[src/rtl/kai_pkg.sv]
// ----------------------------------------------------------------------------
// kai_pkg
// Shared widths, codes, divider request types and helpers for the keyframe
// angle interpolator.
// ----------------------------------------------------------------------------
package kai_pkg;

  // Field widths
  localparam int STEP_FRAC_BITS = 16;
  localparam int STEP_W         = STEP_FRAC_BITS + 1;   // 0..ONE inclusive
  localparam int QSTEP_W        = STEP_FRAC_BITS + 2;   // signed query step
  localparam int ANG_W          = 17;
  localparam int OUT_W          = 18;
  localparam int DELTA_W        = ANG_W + 1;

  // Divider geometry: dividend is |delta * num| + den / 2
  localparam int DIV_DVD_W = 34;
  localparam int DIV_DVS_W = STEP_W;
  localparam int DIV_QUO_W = 18;
  localparam int PROD_W    = DIV_DVD_W + 1;

  // Constants
  localparam logic [STEP_W-1:0] STEP_ONE = STEP_W'(1 << STEP_FRAC_BITS);
  localparam int ANG_MIN_I  = -46080;
  localparam int ANG_MAX_I  = 46079;
  localparam int FULL_TURN  = 23040;
  localparam int HALF_TURN  = 11520;

  // Function codes
  localparam logic [1:0] FN_CLEAR  = 2'd0;
  localparam logic [1:0] FN_APPEND = 2'd1;
  localparam logic [1:0] FN_QUERY  = 2'd2;

  // Status codes
  localparam logic [1:0] ST_OK    = 2'd0;
  localparam logic [1:0] ST_EMPTY = 2'd1;
  localparam logic [1:0] ST_FULL  = 2'd2;
  localparam logic [1:0] ST_ORDER = 2'd3;

  typedef struct packed {
    logic                 start;
    logic [DIV_DVD_W-1:0] dividend;
    logic [DIV_DVS_W-1:0] divisor;
  } div_req_t;

  typedef struct packed {
    logic                 done;
    logic [DIV_QUO_W-1:0] quotient;
  } div_rsp_t;

  // Clamp an angle to the legal range
  function automatic logic signed [ANG_W-1:0] sat_angle(input logic signed [ANG_W-1:0] a);
    logic signed [ANG_W-1:0] lo;
    logic signed [ANG_W-1:0] hi;
    lo = ANG_W'(ANG_MIN_I);
    hi = ANG_W'(ANG_MAX_I);
    if (a < lo) begin
      return lo;
    end else if (a > hi) begin
      return hi;
    end
    return a;
  endfunction

endpackage

[src/rtl/keyframe_angle_interpolator_top.sv]
// ----------------------------------------------------------------------------
// keyframe_angle_interpolator_top
// Keyframe table with shortest-arc linear interpolation of angles.
// ----------------------------------------------------------------------------
// Clear, append, unused codes and a query on an empty table: result one cycle
// after the request, busy stays low, so one such request per cycle.
// Query with n keys: busy stays high until the result, so no new request is taken
// before it; the key scan reads all n keys and the divider takes 18 steps, then done.
// A query at step one or later skips the divider and returns the last key's angle.
// Reset (rst_ni low, asynchronous) empties the table and sets default_angle 0.
module keyframe_angle_interpolator_top #(
  parameter int MAX_KEYS = 16
) (
  input  logic                                clk_i,
  input  logic                                rst_ni,
  input  logic                                start,
  output logic                                busy,
  input  logic [1:0]                          func_i,
  input  logic [kai_pkg::STEP_W-1:0]          key_step_i,
  input  logic signed [kai_pkg::ANG_W-1:0]    key_angle_i,
  input  logic signed [kai_pkg::QSTEP_W-1:0]  query_step_i,
  input  logic                                cfg_we_i,
  input  logic signed [kai_pkg::ANG_W-1:0]    cfg_wdata_i,
  output logic                                strobe,
  output logic signed [kai_pkg::OUT_W-1:0]    angle_out_o,
  output logic [1:0]                          status_o
);
  import kai_pkg::*;

  localparam int AW = $clog2(MAX_KEYS);
  localparam int CW = $clog2(MAX_KEYS + 1);

  typedef enum logic [2:0] {
    S_IDLE, S_SCAN, S_FILL, S_DIFF, S_MUL, S_ROUND, S_DIV
  } state_e;

  state_e                   state_q, state_d;
  logic [CW-1:0]            count_q, count_d;
  logic [STEP_W-1:0]        last_step_q, last_step_d;
  logic signed [ANG_W-1:0]  dflt_q, dflt_d;
  logic [CW-1:0]            idx_q, idx_d;
  logic                     pend_q, pend_d;
  logic [STEP_W-1:0]        qs_q, qs_d;
  logic [STEP_W-1:0]        sb_q, sb_d;
  logic [STEP_W-1:0]        sa_q, sa_d;
  logic signed [ANG_W-1:0]  vb_q, vb_d;
  logic signed [ANG_W-1:0]  va_q, va_d;
  logic signed [ANG_W-1:0]  last_ang_q, last_ang_d;
  logic                     found_q, found_d;
  logic signed [DELTA_W-1:0] delta_q, delta_d;
  logic [STEP_W-1:0]        num_q, num_d;
  logic [STEP_W-1:0]        den_q, den_d;
  logic signed [PROD_W-1:0] prod_q, prod_d;
  logic                     valid_q, valid_d;
  logic signed [OUT_W-1:0]  angle_q, angle_d;
  logic [1:0]               status_q, status_d;

  logic                     accept;
  logic [STEP_W-1:0]        ks_sat;
  logic signed [ANG_W-1:0]  ka_sat;
  logic [STEP_W-1:0]        qs_clamp;
  logic                     tbl_full;
  logic                     order_bad;
  logic                     mem_we;
  logic [STEP_W-1:0]        rd_step;
  logic signed [ANG_W-1:0]  rd_ang;
  logic signed [DELTA_W-1:0] diff;
  logic [DELTA_W-1:0]       diff_mag;
  logic signed [PROD_W-1:0] prod_neg;
  logic [DIV_DVD_W-1:0]     prod_mag;
  logic signed [DIV_QUO_W:0] q_signed;
  logic signed [OUT_W:0]    interp_sum;
  div_req_t                 div_req;
  div_rsp_t                 div_rsp;

  assign accept = start && (state_q == S_IDLE);

  // Saturate the incoming key and clamp the query step
  assign ks_sat    = (key_step_i > STEP_ONE) ? STEP_ONE : key_step_i;
  assign ka_sat    = sat_angle(key_angle_i);
  assign tbl_full  = (count_q == CW'(MAX_KEYS));
  assign order_bad = (count_q != '0) && (ks_sat < last_step_q);
  assign mem_we    = accept && (func_i == FN_APPEND) && !tbl_full && !order_bad;

  always_comb begin
    if (query_step_i < 0) begin
      qs_clamp = '0;
    end else if (query_step_i > $signed({1'b0, STEP_ONE})) begin
      qs_clamp = STEP_ONE;
    end else begin
      qs_clamp = query_step_i[STEP_W-1:0];
    end
  end

  kai_key_mem #(
    .DEPTH (MAX_KEYS),
    .AW    (AW)
  ) u_key_mem (
    .clk_i   (clk_i),
    .we_i    (mem_we),
    .waddr_i (count_q[AW-1:0]),
    .wstep_i (ks_sat),
    .wang_i  (ka_sat),
    .raddr_i (idx_q[AW-1:0]),
    .rstep_o (rd_step),
    .rang_o  (rd_ang)
  );

  // Raw key difference and its magnitude for the shortest-arc choice
  assign diff     = {va_q[ANG_W-1], va_q} - {vb_q[ANG_W-1], vb_q};
  assign diff_mag = diff[DELTA_W-1] ? DELTA_W'(-diff) : DELTA_W'(diff);

  // Magnitude of the product plus half the spacing for rounding
  assign prod_neg = -prod_q;
  assign prod_mag = prod_q[PROD_W-1] ? prod_neg[DIV_DVD_W-1:0] : prod_q[DIV_DVD_W-1:0];

  assign div_req.start    = (state_q == S_ROUND);
  assign div_req.dividend = prod_mag + DIV_DVD_W'(den_q >> 1);
  assign div_req.divisor  = den_q;

  kai_div u_div (
    .clk_i  (clk_i),
    .rst_ni (rst_ni),
    .req_i  (div_req),
    .rsp_o  (div_rsp)
  );

  // Apply the sign and add to the earlier angle
  assign q_signed   = prod_q[PROD_W-1] ? -$signed({1'b0, div_rsp.quotient})
                                       :  $signed({1'b0, div_rsp.quotient});
  assign interp_sum = (OUT_W + 1)'(vb_q) + (OUT_W + 1)'(q_signed);

  // Sequencer
  always_comb begin
    state_d     = state_q;
    count_d     = count_q;
    last_step_d = last_step_q;
    dflt_d      = dflt_q;
    idx_d       = idx_q;
    pend_d      = pend_q;
    qs_d        = qs_q;
    sb_d        = sb_q;
    sa_d        = sa_q;
    vb_d        = vb_q;
    va_d        = va_q;
    last_ang_d  = last_ang_q;
    found_d     = found_q;
    delta_d     = delta_q;
    num_d       = num_q;
    den_d       = den_q;
    prod_d      = prod_q;
    valid_d     = 1'b0;
    angle_d     = angle_q;
    status_d    = status_q;

    if (cfg_we_i) begin
      dflt_d = sat_angle(cfg_wdata_i);
    end

    case (state_q)
      S_IDLE: begin
        if (accept) begin
          valid_d  = 1'b1;
          angle_d  = '0;
          status_d = ST_OK;
          case (func_i)
            FN_CLEAR: begin
              count_d = '0;
            end
            FN_APPEND: begin
              if (tbl_full) begin
                status_d = ST_FULL;
              end else if (order_bad) begin
                status_d = ST_ORDER;
              end else begin
                count_d     = count_q + 1'b1;
                last_step_d = ks_sat;
              end
            end
            FN_QUERY: begin
              if (count_q == '0) begin
                status_d = ST_EMPTY;
              end else begin
                valid_d = 1'b0;
                qs_d    = qs_clamp;
                sb_d    = '0;
                vb_d    = dflt_q;
                found_d = 1'b0;
                idx_d   = '0;
                pend_d  = 1'b0;
                state_d = S_SCAN;
              end
            end
            default: begin
              status_d = ST_OK;
            end
          endcase
        end
      end
      S_SCAN: begin
        // Take the key read last cycle
        if (pend_q) begin
          last_ang_d = rd_ang;
          if (rd_step <= qs_q) begin
            sb_d = rd_step;
            vb_d = rd_ang;
          end else if (!found_q) begin
            sa_d    = rd_step;
            va_d    = rd_ang;
            found_d = 1'b1;
          end
        end
        // Advance the read address
        if (idx_q != count_q) begin
          idx_d  = idx_q + 1'b1;
          pend_d = 1'b1;
        end else begin
          pend_d  = 1'b0;
          state_d = S_FILL;
        end
      end
      S_FILL: begin
        if (qs_q == STEP_ONE) begin
          valid_d  = 1'b1;
          angle_d  = OUT_W'(last_ang_q);
          status_d = ST_OK;
          state_d  = S_IDLE;
        end else begin
          if (!found_q) begin
            sa_d = STEP_ONE;
            va_d = last_ang_q;
          end
          state_d = S_DIFF;
        end
      end
      S_DIFF: begin
        if (diff_mag <= DELTA_W'(HALF_TURN)) begin
          delta_d = diff;
        end else if (diff[DELTA_W-1]) begin
          delta_d = diff + DELTA_W'(FULL_TURN);
        end else begin
          delta_d = diff - DELTA_W'(FULL_TURN);
        end
        num_d   = qs_q - sb_q;
        den_d   = sa_q - sb_q;
        state_d = S_MUL;
      end
      S_MUL: begin
        prod_d  = PROD_W'(delta_q) * PROD_W'($signed({1'b0, num_q}));
        state_d = S_ROUND;
      end
      S_ROUND: begin
        state_d = S_DIV;
      end
      S_DIV: begin
        if (div_rsp.done) begin
          valid_d  = 1'b1;
          angle_d  = interp_sum[OUT_W-1:0];
          status_d = ST_OK;
          state_d  = S_IDLE;
        end
      end
      default: begin
        state_d = S_IDLE;
      end
    endcase
  end

  always_ff @(posedge clk_i or negedge rst_ni) begin
    if (!rst_ni) begin
      state_q     <= S_IDLE;
      count_q     <= '0;
      last_step_q <= '0;
      dflt_q      <= '0;
      idx_q       <= '0;
      pend_q      <= 1'b0;
      qs_q        <= '0;
      sb_q        <= '0;
      sa_q        <= '0;
      vb_q        <= '0;
      va_q        <= '0;
      last_ang_q  <= '0;
      found_q     <= 1'b0;
      delta_q     <= '0;
      num_q       <= '0;
      den_q       <= '0;
      prod_q      <= '0;
      valid_q     <= 1'b0;
      angle_q     <= '0;
      status_q    <= ST_OK;
    end else begin
      state_q     <= state_d;
      count_q     <= count_d;
      last_step_q <= last_step_d;
      dflt_q      <= dflt_d;
      idx_q       <= idx_d;
      pend_q      <= pend_d;
      qs_q        <= qs_d;
      sb_q        <= sb_d;
      sa_q        <= sa_d;
      vb_q        <= vb_d;
      va_q        <= va_d;
      last_ang_q  <= last_ang_d;
      found_q     <= found_d;
      delta_q     <= delta_d;
      num_q       <= num_d;
      den_q       <= den_d;
      prod_q      <= prod_d;
      valid_q     <= valid_d;
      angle_q     <= angle_d;
      status_q    <= status_d;
    end
  end

  assign busy        = (state_q != S_IDLE);
  assign strobe      = valid_q;
  assign angle_out_o = angle_q;
  assign status_o    = status_q;

`ifndef SYNTHESIS
  // A result never shows while a query is still running
  a_strobe_idle: assert property (@(posedge clk_i) disable iff (!rst_ni)
    strobe |-> !busy)
    else $error("result strobe while busy");

  // Key count stays within the table
  a_count_range: assert property (@(posedge clk_i) disable iff (!rst_ni)
    count_q <= CW'(MAX_KEYS))
    else $error("key count beyond table depth");

  // Divider finishes only while the sequencer waits for it
  a_div_done: assert property (@(posedge clk_i) disable iff (!rst_ni)
    div_rsp.done |-> (state_q == S_DIV))
    else $error("divider done outside wait state");

  // A query on a filled table holds off the result and raises busy
  a_query_busy: assert property (@(posedge clk_i) disable iff (!rst_ni)
    (accept && (func_i == FN_QUERY) && (count_q != '0)) |=> (busy && !strobe))
    else $error("query did not start");

  // Append to a full table reports full and leaves the count alone
  a_full_drop: assert property (@(posedge clk_i) disable iff (!rst_ni)
    (accept && (func_i == FN_APPEND) && tbl_full)
      |=> (strobe && (status_o == ST_FULL) && (count_q == $past(count_q))))
    else $error("append on full table not dropped");
`endif

endmodule

[src/rtl/kai_key_mem.sv]
// ----------------------------------------------------------------------------
// kai_key_mem
// Keyframe storage: step and angle per entry, one write port and one
// registered read port.
// ----------------------------------------------------------------------------
module kai_key_mem #(
  parameter int DEPTH = 16,
  parameter int AW    = 4
) (
  input  logic                               clk_i,
  input  logic                               we_i,
  input  logic [AW-1:0]                      waddr_i,
  input  logic [kai_pkg::STEP_W-1:0]         wstep_i,
  input  logic signed [kai_pkg::ANG_W-1:0]   wang_i,
  input  logic [AW-1:0]                      raddr_i,
  output logic [kai_pkg::STEP_W-1:0]         rstep_o,
  output logic signed [kai_pkg::ANG_W-1:0]   rang_o
);
  import kai_pkg::*;

  logic [STEP_W-1:0]        step_mem [DEPTH];
  logic signed [ANG_W-1:0]  ang_mem  [DEPTH];

  // Write the appended key
  always_ff @(posedge clk_i) begin
    if (we_i) begin
      step_mem[waddr_i] <= wstep_i;
      ang_mem[waddr_i]  <= wang_i;
    end
  end

  // Registered read
  always_ff @(posedge clk_i) begin
    rstep_o <= step_mem[raddr_i];
    rang_o  <= ang_mem[raddr_i];
  end

endmodule

[src/rtl/kai_div.sv]
// ----------------------------------------------------------------------------
// kai_div
// Iterative restoring divider, one quotient bit per cycle. The quotient is
// known to fit DIV_QUO_W bits, so the upper dividend bits seed the remainder.
// ----------------------------------------------------------------------------
module kai_div (
  input  logic              clk_i,
  input  logic              rst_ni,
  input  kai_pkg::div_req_t req_i,
  output kai_pkg::div_rsp_t rsp_o
);
  import kai_pkg::*;

  localparam int CNT_W = $clog2(DIV_QUO_W);

  logic                 run_q, run_d;
  logic                 done_q, done_d;
  logic [CNT_W-1:0]     cnt_q, cnt_d;
  logic [DIV_DVS_W-1:0] rem_q, rem_d;
  logic [DIV_DVS_W-1:0] dvs_q, dvs_d;
  logic [DIV_QUO_W-1:0] quo_q, quo_d;
  logic [DIV_DVS_W:0]   trial;
  logic [DIV_DVS_W:0]   diff;
  logic                 fits;

  // One restoring step
  assign trial = {rem_q, quo_q[DIV_QUO_W-1]};
  assign diff  = trial - {1'b0, dvs_q};
  assign fits  = trial >= {1'b0, dvs_q};

  always_comb begin
    run_d  = run_q;
    done_d = 1'b0;
    cnt_d  = cnt_q;
    rem_d  = rem_q;
    dvs_d  = dvs_q;
    quo_d  = quo_q;
    if (req_i.start) begin
      run_d = 1'b1;
      cnt_d = '0;
      rem_d = DIV_DVS_W'(req_i.dividend[DIV_DVD_W-1:DIV_QUO_W]);
      quo_d = req_i.dividend[DIV_QUO_W-1:0];
      dvs_d = req_i.divisor;
    end else if (run_q) begin
      rem_d = fits ? diff[DIV_DVS_W-1:0] : trial[DIV_DVS_W-1:0];
      quo_d = {quo_q[DIV_QUO_W-2:0], fits};
      cnt_d = cnt_q + 1'b1;
      if (cnt_q == CNT_W'(DIV_QUO_W - 1)) begin
        run_d  = 1'b0;
        done_d = 1'b1;
      end
    end
  end

  always_ff @(posedge clk_i or negedge rst_ni) begin
    if (!rst_ni) begin
      run_q  <= 1'b0;
      done_q <= 1'b0;
      cnt_q  <= '0;
    end else begin
      run_q  <= run_d;
      done_q <= done_d;
      cnt_q  <= cnt_d;
    end
  end

  // Datapath, no reset
  always_ff @(posedge clk_i) begin
    rem_q <= rem_d;
    dvs_q <= dvs_d;
    quo_q <= quo_d;
  end

  assign rsp_o.done     = done_q;
  assign rsp_o.quotient = quo_q;

endmodule

[config.mk]
export PLATFORM = sky130hd
export DESIGN_NAME = keyframe_angle_interpolator_top
export DESIGN_NICKNAME = d
export VERILOG_FILES = /design/src/rtl/kai_pkg.sv /design/src/rtl/keyframe_angle_interpolator_top.sv /design/src/rtl/kai_key_mem.sv /design/src/rtl/kai_div.sv
export SDC_FILE = /design/constraint.sdc
export NUM_CORES = 2
export LEC_CHECK = 0
export BUFFER_PORTS_ARGS = -buffer_cell sky130_fd_sc_hd__clkbuf_2
export CORE_MARGIN = 3
export CORE_UTILIZATION = 25
export CTS_BUF_LIST = sky130_fd_sc_hd__clkbuf_4 sky130_fd_sc_hd__clkbuf_8 sky130_fd_sc_hd__clkbuf_16
export DETAILED_ROUTE_END_ITERATION = 16
export GPL_TIMING_DRIVEN = 0
export PLACE_DENSITY = 0.44
export SYNTH_ARGS = -nofsm -noshare
export SYNTH_HDL_FRONTEND = slang
export SYNTH_SLANG_ARGS = --single-unit
[constraint.sdc]
create_clock -name clk_i -period 10.3 [get_ports clk_i]
set_input_delay 1.03 -clock clk_i [delete_from_list [all_inputs] [get_ports clk_i]]
set_output_delay 1.03 -clock clk_i [all_outputs]
set_load 0.01 [all_outputs]
### Word-level counts from Yosys, hierarchy flattened

Memory sizes are Yosys's and may differ from the RTL's. A register that Yosys moved wholly into a read port is not among the register bits.
Index checks and enable logic that the tools add are counted.

| storage, ports and cells | value |
|---|---|
| word-level logic and storage cells | 212 |
| output and inout bits | 22 |
| bits in registers | 318 |
| input bits | 75 |
| RAM bits | 544 |
| memories kept | 2 |

Memory list:

| memory | words | width | rd ports | clocked after memory_dff | write ports | RTL line | RTL |
|---|---|---|---|---|---|---|---|
| u_key_mem.ang_mem | 16 | 17 | 1 | 1 | 1 | kai_key_mem.sv:22 | `logic signed [ANG_W-1:0] ang_mem [DEPTH];` |
| u_key_mem.step_mem | 16 | 17 | 1 | 1 | 1 | kai_key_mem.sv:21 | `logic [STEP_W-1:0] step_mem [DEPTH];` |

| cells by class | value |
|---|---|
| $mul | 1 |
| order comparisons | 11 |
| reductions and logical operators | 28 |
| equal/unequal tests | 27 |
| muxes and demuxes | 99 |
| bitwise operators | 3 |
| add/subtract/negate cells | 14 |

Operators with widths:

| kind | number |
|---|---|
| 2-to-1 mux 17 bit | 30 |
| 2-to-1 mux 18 bit | 9 |
| one-hot mux 17 bit (2 select lines) | 4 |
| one-hot mux 18 bit (3 select lines) | 1 |
| greater-than comparator 17 bit (second input constant) | 3 |
| subtractor 17 bit | 3 |
| 2-to-1 mux 5 bit | 8 |
| negation 18 bit | 2 |
| multiplier 18 x 18 -> 35 bit | 1 |
| adder 34 x 16 -> 34 bit | 1 |
| less-than comparator 17 bit (second input constant) | 2 |
| 2-to-1 mux 34 bit | 1 |
| negation 34 bit | 1 |
| 2-to-1 mux 16 bit | 2 |
| inequality test 2 bit (second input constant) | 13 |
| 2-to-1 mux 1 bit | 25 |
| one-hot mux 3 bit (7 select lines) | 1 |
| one-hot mux 5 bit (2 select lines) | 2 |
| AND reduction 5 bit | 4 |
| adder 17 x 18 -> 18 bit | 1 |
| adder 18 x 16 -> 18 bit (second input constant) | 1 |
| greater-or-equal comparator 18 x 17 -> 1 bit | 1 |
| greater-than comparator 18 bit (second input constant) | 1 |
| <= comparator 18 x 14 -> 1 bit (second input constant) | 1 |
| other kinds (33) | 65 |

### Depth between registers and ports, before layout

| depth | value |
|---|---|
| depth after elaboration | 9 |
| mapped depth | 27 |
| gate-level depth less buffers | 25 |

### By module

Synthesis repeated with hierarchy kept, for this count alone.

| second synthesis, totals | value |
|---|---|
| cells, all modules | 4405 |
| area, all modules | 53465.0 um^2 |

By module, submodules not included:

| module | area each (um^2) | instances | cells an instance |
|---|---|---|---|
| keyframe_angle_interpolator_top | 29041.6 | 1 | 3228 |
| kai_key_mem | 21076.5 | 1 | 888 |
| kai_div | 3347.0 | 1 | 289 |

### Least setup slack after synthesis

OpenSTA, ideal clock, no wires.

| path | value |
|---|---|
| path type | register to register |
| start | register delta_q[17] |
| end | register prod_q[33] |
| arrival | 6.214 ns |
| required time | 10.169 ns |
| cell stages (with the launch flop) | 24 |
| slack | 3.955 ns |
| path buffers | 2 |
| path through | dfrtp_1 > clkbuf_1 > clkbuf_1 > nand2_1 > fa_1 > fa_1 > inv_1 > fa_1 > fa_1 > fa_1 > inv_1 > fa_1 > inv_1 > ha_1 > and3_1 > nand3_1 > a211oi_1 > a31oi_1 > a31oi_1 > and4_1 > nor2_1 > a21oi_1 > nor4b_1 > or3_1 |

| on the way | value |
|---|---|
| longest elaborated chain between the ends | 1 |

Ends and longest elaborated chain:

| what | RTL line | RTL |
|---|---|---|
| start, declared | keyframe_angle_interpolator_top.sv:50 | `logic signed [DELTA_W-1:0] delta_q, delta_d;` |
| start signal, assigned | keyframe_angle_interpolator_top.sv:305 | `delta_q <= delta_d;` |
| multiplier 18 x 18 -> 35 bit | keyframe_angle_interpolator_top.sv:249 | `prod_d = PROD_W'(delta_q) * PROD_W'($signed({1'b0, num_q}));` |
| end signal, assigned | keyframe_angle_interpolator_top.sv:308 | `prod_q <= prod_d;` |
| end, declared | keyframe_angle_interpolator_top.sv:53 | `logic signed [PROD_W-1:0] prod_q, prod_d;` |

Every way passes these cells.
A chain may end at the register's enable or synchronous reset.

### Worst setup path after layout

| path | value |
|---|---|
| start | register delta_q[17] |
| end | register prod_q[31] |

Same word-level chain as after synthesis.

==> impl_metrics.csv <==
group,metric,value,unit
run_status,status,"completed",
yosys,synth.avg_cell_area,11.9,um^2
route,drc,0,
clock_tree,clock_latency,720,ps
timing,fin_worst_skew,70.5,ps
global_routing,grt-ovfl-total,0,
die,rows,168,
final_layout,num-fill-cells,21800,
yosys,synth_edf_count,595,
clock_tree,htree_levels,3,
clock_tree,clock_sink_count,896,
route,drt_iter0_markers,2356,
clock_tree,root_buffer,"clkbuf_16",
yosys,ys_seq_area_frac,0.474,
clock_tree,clockBufferDepth,3,
clock_tree,numCtsBuffers,96,
route,dr.pass1.iters,5,
die,core,211000,um^2
placed_design,port_buffers,95,
global_routing,grt_max_degree,94,
timing,setup_violations,0,
timing,fin_crit_sh,0.816,
global_routing,grt_first_pass_wirelength,236000,um
timing,min_period,8410,ps
critical_path,required,10870,ps
yosys,yosysWarnings,0,
flow_run,max-cap-violations,0,
yosys,syn-cell-area,53300,um^2
critical_path,path_max_fanout,10,
global_routing,gr-usage-all-layers,0.145,
critical_path,critPathArrivalTime,8980,ps
timing,final_hold_viol_count,0,
yosys,synth-async-reset-ratio,0.297,
route,wl_met2,76400,um
global_routing,antenna_found_initial,11,
die,fp.dieW,468,um
final_layout,drive_gt1_frac,0.111,
yosys,synth_nets,5090,
yosys,synth_cells,4464,
route,wire_per_inst,21.0,um
die,die_h,468,um
clock_tree,postCtsResizedCells,0,
timing,timing.slew.headroom,0.0867,
route,top_layer,"met4",
route,met3_length,5050,um
die,die_area,219000,um^2
route,wl_met1,72300,um
route,ant_nets,0,
critical_path,path_class,"reg2reg",
die,ios,97,
timing,setup-tns-final,0,ps
critical_path,start_kind,"register",
clock_tree,cts_tree,"built",
clock_tree,hold_buffers,0,
final_layout,area_delta_synth_final,14.7,%
yosys,yosysUniqueCellTypes,82,
route,routed_wl,159000,um
clock_tree,postCtsSetupRepairBufs,0,
timing,rsz0062_at_grt,"no",
final_layout,nNetsFinal,5306,
yosys,yosys_register_bits,896,
critical_path,end_kind,"register",
placed_design,place_congestion,0.837,
yosys,synthFlopType,"edfxtp_1",
timing,tightest_slew,1370,ps
timing,max_freq,0.119,GHz
route,avgViaCountPerCell,4.55,
hold_path,hp-class,"in2async",
global_routing,grt_pass1_vias,35800,
placed_design,dpl.hpwl,118000,um
timing,finalMaxSlewViolations,0,
route,vias,34400,
clock_tree,path_clk_slew,80,ps
die,initial_core_util,0.253,
synthesized netlist by cell type (all sizes together) (86+ instances only):
library cell / n / area (um^2)
and2: 170 / 1060
dfrtp: 266 / 6660
nand2: 547 / 2050
xor2: 86 / 753
a21oi: 157 / 786
edfxtp: 595 / 17900
xnor2: 105 / 920
fa: 313 / 6270
ha: 238 / 2980
o21ai: 242 / 1210
nor2: 155 / 582
clkbuf: 157 / 589
mux4: 170 / 3830
inv: 539 / 2020
critical path: stages (launching register included):
cell,delay (ps)
dfrtp_1,320
clkbuf_1,530
clkbuf_1,480
nand2_1,240
inv_1,140
fa_1,580
fa_1,970
inv_1,420
fa_1,590
inv_1,50
fa_1,530
inv_1,50
fa_1,480
inv_1,40
ha_1,350
and3_1,220
nand3_1,200
nor2_1,70
a31oi_1,400
a31oi_1,260
and4_1,320
or3_1,350
a21oi_1,180
xor2_1,370
o21ai_0,130
state kept, by name (all words and copies together), names as in the netlist, 17 cells and up:
signal / flops
angle_out_o: 18
delta_q: 18
den_q: 17
dflt_q: 17
last_ang_q: 17
last_step_q: 17
num_q: 17
prod_q: 35
qs_q: 17
sa_q: 17
sb_q: 17
u_div.dvs_q: 17
u_div.quo_q: 18
u_div.rem_q: 17
u_key_mem.ang_mem: 272
u_key_mem.rang_o: 17
u_key_mem.rstep_o: 17
u_key_mem.step_mem: 272
va_q: 17
vb_q: 17
routing by layer:
metal  vias to the layer above  GRT usage
li1                      16000          -
met1                     17600      0.194
met2                       646      0.245
met3                       226     0.0162
met4                         0     0.0434
met5                         -          0
final cells by class:
type	count	area, um^2	share of cell area
Sequential cell	896	25200	0.413
Buffer	184	692	0.0113
Clock buffer	124	2740	0.0448
Inverter	539	2020	0.0331
Antenna cell	1	2.50	0.0000410
Clock inverter	56	593	0.00971
Tap cell	2805	3510	0.0575
Timing Repair Buffer	118	935	0.0153
Multi-Input combinational cell	2845	25400	0.415
path summary, 6_finish.rpt:
path | start | end | slack [ps] | cells after the start
hold reg to reg | u_key_mem.rang_o[5] | last_ang_q[5] | 470 | 2
min in group clk_i | u_key_mem.rang_o[5] | last_ang_q[5] | 470 | 2
hold / removal | rst_ni | prod_q[33] | 110 | 1
setup reg to reg | delta_q[17] | prod_q[31] | 1890 | 24
max in group asynchronous | rst_ni | last_ang_q[4] | 8550 | 4
setup / recovery | delta_q[17] | prod_q[31] | 1890 | 24
metrics by stage:
| step | cell area (um^2) | hold WS, ps | util | cells | worst slack, ps |
|---|---|---|---|---|---|
| finish | 61100 | 112 | 0.290 | 7568 | 1890 |
| global route | 61100 | 61.7 | 0.290 | 7567 | 1430 |
| CTS | 61000 | 43.9 | 0.290 | 7564 | 1690 |
| detailed placement | 57700 | 459 | 0.274 | 7384 | 1680 |
| global placement | 57200 | 455 | 0.272 | 7364 | 1580 |
| floorplan | 53300 | 425 | - | 4464 | 3960 |
cells by family after synthesis:
| logic type | synth area share |
|---|---|
| mux | 0.0847 |
| fa+ha+maj | 0.174 |
| simple gates | 0.106 |
| xor+xnor | 0.0314 |
| flops | 0.474 |
| buf+inv | 0.0510 |
| compound gates | 0.0795 |
placed cells by master (no fill, tap or decap), drive strengths merged, types with 26 or more instances in the layout:
master  count
and2      170
and3       28
a31oi      26
dfrtp     266
mux2       33
o31ai      28
buf        50
or3        35
clkbuf    376
a21oi     157
fa        313
nor3       43
nand3      53
mux2i      31
mux4      170
o21ai     242
xnor2     105
nor2      155
ha        238
clkinv     40
dfxtp      35
xor2       86
a21o       44
nand2b     26
inv       541
edfxtp    595
nor2b      42
nand2     547
Power is left out: the tool's default activity adds up to more than one toggle a clock period on the data nets, which glitch-free logic cannot reach.
